File: config.mk
export PLATFORM = sky130hd
export DESIGN_NAME = aavr_lane
export DESIGN_NICKNAME = d
export VERILOG_FILES = /design/src/hdl/aavr_pkg.sv /design/src/hdl/aavr_lane.sv
export SDC_FILE = /design/constraint.sdc
export NUM_CORES = 2
export LEC_CHECK = 0
export ABC_CLOCK_PERIOD_IN_PS = 8400
export BUFFER_PORTS_ARGS = -buffer_cell sky130_fd_sc_hd__buf_2
export CAP_MARGIN = 25
export CORE_ASPECT_RATIO = 1.25
export CORE_UTILIZATION = 55
export DETAILED_ROUTE_END_ITERATION = 8
export PLACE_DENSITY = 0.69
export SYNTH_ARGS = -nofsm -noshare
export SYNTH_HDL_FRONTEND = slang
export SYNTH_SLANG_ARGS = --single-unit
export TNS_END_PERCENT = 30
File: constraint.sdc
create_clock -name clk -period 8.4 [get_ports clk]
set_clock_uncertainty 0.2 [all_clocks]
set_input_delay 0.42 -clock clk [delete_from_list [all_inputs] [get_ports clk]]
set_output_delay 0.42 -clock clk [all_outputs]
set_load 0.005 [all_outputs]
File: src/hdl/aavr_pkg.sv
`timescale 1ns / 1ps

package aavr_pkg;

  // Stream and register geometry
  localparam int SAMPLE_BITS = 16;
  localparam int OUT_BITS    = SAMPLE_BITS + 1;
  localparam int ANGLE_BITS  = 16;
  localparam int TRIG_STAGES = 16;
  localparam int REG_W       = 16;
  localparam int NREG        = 4;
  localparam int CFG_IDX_W   = 8;

  localparam int IN_DATA_W  = ((3 * SAMPLE_BITS + 7) / 8) * 8;
  localparam int OUT_DATA_W = ((3 * OUT_BITS + 7) / 8) * 8;

  // CORDIC: Q2.30 working values with headroom for gain and negation
  localparam int ATAN_LEN = 24;
  localparam int STEPS    = (TRIG_STAGES < ATAN_LEN) ? TRIG_STAGES : ATAN_LEN;
  localparam int IDX_W    = $clog2(ATAN_LEN);
  localparam int TRIG_W   = 34;
  localparam logic signed [TRIG_W-1:0] CORDIC_GAIN = 34'sd652032874;

  // Matrix entries, Q.28
  localparam int ENT_W = 32;
  localparam int FRAC  = 28;

  // Register indexes
  localparam logic [CFG_IDX_W-1:0] REG_AXIS_X     = 8'd0;
  localparam logic [CFG_IDX_W-1:0] REG_AXIS_Y     = 8'd1;
  localparam logic [CFG_IDX_W-1:0] REG_AXIS_Z     = 8'd2;
  localparam logic [CFG_IDX_W-1:0] REG_TURN_ANGLE = 8'd3;

  typedef logic signed [REG_W-1:0]       axc_t;
  typedef axc_t [2:0]                    axis_t;
  typedef logic signed [ENT_W-1:0]       ent_t;
  typedef ent_t [2:0]                    row_t;
  typedef row_t [2:0]                    mat_t;
  typedef logic signed [SAMPLE_BITS-1:0] smp_t;
  typedef smp_t [2:0]                    vec_t;

  typedef struct packed {
    logic valid;
    mat_t m;
  } mat_out_t;

  // Arctangent of 2^-i, one turn = 2^32
  function automatic logic signed [31:0] atan_val(input logic [IDX_W-1:0] idx);
    logic signed [31:0] r;
    case (idx)
      5'd0:    r = 32'sd536870912;
      5'd1:    r = 32'sd316933406;
      5'd2:    r = 32'sd167458907;
      5'd3:    r = 32'sd85004756;
      5'd4:    r = 32'sd42667331;
      5'd5:    r = 32'sd21354465;
      5'd6:    r = 32'sd10679838;
      5'd7:    r = 32'sd5340245;
      5'd8:    r = 32'sd2670163;
      5'd9:    r = 32'sd1335087;
      5'd10:   r = 32'sd667544;
      5'd11:   r = 32'sd333772;
      5'd12:   r = 32'sd166886;
      5'd13:   r = 32'sd83443;
      5'd14:   r = 32'sd41722;
      5'd15:   r = 32'sd20861;
      5'd16:   r = 32'sd10430;
      5'd17:   r = 32'sd5215;
      5'd18:   r = 32'sd2608;
      5'd19:   r = 32'sd1304;
      5'd20:   r = 32'sd652;
      5'd21:   r = 32'sd326;
      5'd22:   r = 32'sd163;
      5'd23:   r = 32'sd81;
      default: r = 32'sd0;
    endcase
    return r;
  endfunction

endpackage

File: src/hdl/aavr_lane.sv
`timescale 1ns / 1ps

module aavr_lane import aavr_pkg::*; (
  input  logic                       clk,
  input  logic                       load,
  input  vec_t                       vec,
  input  row_t                       row,
  output logic signed [OUT_BITS-1:0] res
);

  localparam int PROD_W = SAMPLE_BITS + ENT_W;
  localparam int SUM_W  = PROD_W + 2;
  localparam int RES_W  = SUM_W - FRAC;

  localparam logic signed [SUM_W-1:0] HALF   = SUM_W'(64'sd1 <<< (FRAC - 1));
  localparam logic signed [RES_W-1:0] SAT_HI = RES_W'((64'sd1 <<< SAMPLE_BITS) - 1);
  localparam logic signed [RES_W-1:0] SAT_LO = RES_W'(-(64'sd1 <<< SAMPLE_BITS));

  logic signed [PROD_W-1:0] prod [3];
  logic signed [SUM_W-1:0]  s0, s1, s2, sum;
  logic signed [RES_W-1:0]  rnd;

  // One product per vector component, registered
  always_ff @(posedge clk) begin
    if (load) begin
      for (int j = 0; j < 3; j++) begin
        prod[j] <= vec[j] * row[j];
      end
    end
  end

  assign s0  = SUM_W'(prod[0]);
  assign s1  = SUM_W'(prod[1]);
  assign s2  = SUM_W'(prod[2]);
  assign sum = s0 + s1 + s2 + HALF;
  assign rnd = RES_W'(sum >>> FRAC);

  always_comb begin
    if (rnd > SAT_HI) begin
      res = OUT_BITS'(SAT_HI);
    end else if (rnd < SAT_LO) begin
      res = OUT_BITS'(SAT_LO);
    end else begin
      res = OUT_BITS'(rnd);
    end
  end

endmodule

# Word-level counts from Yosys, hierarchy flattened
# Memories as Yosys holds them, arrays and structs flattened.
# Cells that the tools add are included.
# classes
n_addsub	3
multipliers	3
order_cmp	2
n_mux	4
# op_table
op	count
$mul A16 B32 Y48	3
$add A49 B48 Y50	1
$add A50 B29 Y50 const B	1
$add A48 B48 Y49	1
$mux W17	2
$gt A22 B17 Y1 const B	1
$lt A22 B17 Y1 const B	1
$mux W1	2
# totals
ff_bits	0
mem_bits_rw	144
input_bits	146
output_inout_bits	17
word_cells	13
mem_count	1
# mem_list
name	words	word_bits	read_ports	rd_ports_with_merged_regs	write_ports	line_no	text
prod	3	48	3	0	3	aavr_lane.sv:19	logic signed [PROD_W-1:0] prod [3];

# Logic depth before layout (Yosys ltp)
# logic_depth
depth_word	6
mapped_depth	26
depth_no_buf	25

# Worst setup path before layout
# No wires, ideal clock.
# synth_path
path_kind	input -> register
from	input port row[21] in the netlist's numbering
to	memory prod[0][46] in the netlist's numbering (data pin)
setup_time_ns	0.264
arrival_time_ns	6.424
required_ns	7.936
path_slack_ns	1.513
stages	22
n_path_buf	2
cell_sequence	clkbuf_1 nand2_1 fa_1 fa_1 inv_1 fa_1 fa_1 fa_1 inv_1 fa_1 inv_1 ha_1 clkbuf_1 a211o_1 a311o_1 o32ai_1 a21oi_1 a211o_1 nand2b_1 a311o_1 a221oi_1 xnor2_1
# synth_lines
element	line_no	text
start: declaration	aavr_lane.sv:7	input row_t row,
end: declaration	aavr_lane.sv:19	

==> flow_summary.ini <==
[sta]
slew_violations = 0
slew_headroom = 0.370
fmax_mhz = 135
setup_viol = 0
period_minus_slack_ns = 7.39
tightest_slew_ns = 0.945
grt_setup_unrepaired = false
fin_crit_sh = 0.880
final_hold_viol_count = 0
setup_tns_ns = 0

[critical_path]
critPathMaxStageDelay_ns = 0.65
critPathSlowestCell = a2111oi_0
endpoint_kind = flop
path_delay_family = adder cells
worstPathCellList = buf_2 -> buf_4 -> nand2_1 -> fa_1 -> inv_1 -> fa_1 -> fa_1 -> fa_1 -> fa_1 -> inv_1 -> fa_1 -> inv_1 -> ha_1 -> a21o_1 -> a21o_1 -> a21oi_1 -> o21ai_0 -> a2111oi_0 -> o311ai_0 -> o211ai_1 -> o21ai_0 -> a311oi_1 -> xnor2_1
path_common_cell = fa_1
path_max_fanout = 21
crit_path_start_kind = input pin
cp_data_required_time_ns = 8.39
path_buf_inv = 5
arrival_ns = 7.38
critPathKind = in -> reg

[cts]
hold_buffers = 0
cts_resized = 0
post_cts_buffers = 0
clock_sinks = 144
cts_htree_levels = 4
clk_root_buffer_cell = clkbuf_16
cts_buffers = 17
cts.path.max_buffers = 2
cts_tree = built
clkTransAtPathRegs_ns = 0.07

[drt]
first_iter_violations = 2522
wl_met3_um = 8060
drtPass1Iterations = 8
remaining_drc_errors = 0
met1Wirelength_um = 57100
vias_per_cell = 5.45
dr_wl_met2_um = 77900
num_vias = 43600
ant_nets = 0
wire_per_inst_um = 18.8
highest_layer = met5
routed_wl_um = 151000

[floorplan]
fp.dieH_um = 375
io_pins = 163
dieArea_um2 = 112000
coreArea_um2 = 110000
start_util = 0.555
rows = 136
die_x_um = 300

[synthesis]
synth.avg_cell_area_um2 = 9.27
ys_types = 70
ys_ff_latch = 144
synth_edf_count = 144
synth_area_um2 = 61100
ys.flop_type = edfxtp_1
yosysWarnings = 0
async_flop_share = 0
synth_seq_area_share = 0.0708
synth_fp_nets = 8674
syn_inst = 6587

[min_path]
hp-class = in -> reg

[layout]
reg_top3 = prod: 144 flops
areaGrowthSynthToFinish_pct = 3.99
max_flop_register = prod
final_common_cell = inv_1
largest_register_ffs = 144
drive_above_1_share = 0.0365
mostFrequentLayoutCells = 1,684 x inv_1, 1,505 x fa_1, 910 x nand2_1
fin_nets = 8623

[global_routing]
grt_max_degree = 98
grt_pass1_vias = 47900
grt_pass1_wl_um = 248000
antenna_found_initial = 10
grt.overflow.total = 0
grt_usage = 0.283

[placement]
port_buffers = 162
place_hpwl_um = 124000
gp_congestion = 0.910

[flow_run]
timing.max_cap.violations = 0

[status]
status = complete, no violations
==> area by class of cell <==
cell class              count  area, um^2
diodes                      3        7.51
clock buffers              17         425
clock inverters            15         161
fillers                  9630       46600
inverters                1687        6330
multi-input cells        4501       49500
flip-flops and latches    144        4320
well taps                1449        1810
repair buffers            185         990
==> worst paths after layout <==
kind / start / to / slack (ns) / cells past startpoint
max: vec[39] / prod[0][142] / 1.01 / 23
min: row[0] / prod[0][0] / 0.41 / 2
==> kinds of logic (layout without fill, tap and decap cells) <==
group / after synthesis / after routing / share of synthesized area
buffers and inverters: 1942 / 1904 / 0.119
other: 0 / 3 / 0
adders and majority gates: 1941 / 1941 / 0.583
AOI/OAI and AO/OA: 520 / 520 / 0.0559
xor gates and xnor gates: 163 / 163 / 0.0234
DFF: 144 / 144 / 0.0708
and+or+nand+nor: 1873 / 1873 / 0.147
muxes: 4 / 4 / 0.000656
==> per-stage QoR <==
stage / hold slack (ns) / instance area [um^2] / util / setup slack [ns] / instances
after global routing: 0.402 / 63500 / 0.577 / 0.737 / 8000
final: 0.406 / 63500 / 0.577 / 1.01 / 8001
after detailed placement: 0.842 / 62900 / 0.571 / 0.661 / 7966
after global placement: 0.839 / 62900 / 0.571 / 0.839 / 7966
after floorplan: 0.332 / 61100 / - / 1.51 / 6587
after CTS: 0.388 / 63500 / 0.577 / 1.09 / 7998
==> layer usage <==
| layer | vias to the layer above | track usage |
|---|---|---|
| met5 | - | 0 |
| met4 | 6 | 0.125 |
| met3 | 393 | 0.0274 |
| met2 | 1453 | 0.501 |
| met1 | 22500 | 0.350 |
| li1 | 19200 | - |
==> cells in the mapped netlist, types with 20 or more instances <==
library cell	n	area, um^2
inv_1	1684	6320
fa_1	1505	30100
nand2_1	910	3420
and2_1	610	3820
ha_1	436	5460
clkbuf_1	247	927
nor2_1	171	642
a21oi_1	158	791
edfxtp_1	144	4320
xnor2_1	126	1100
a21o_1	99	743
o21ai_0	75	375
xor2_1	37	324
nand3_1	32	160
nand2b_1	29	181
o21bai_1	29	218
o21a_1	28	210
nand4_1	23	144
nor3_1	20	100
Power is left out: the tool's default activity adds up to more than one toggle a clock period on the data nets, which glitch-free logic cannot reach.
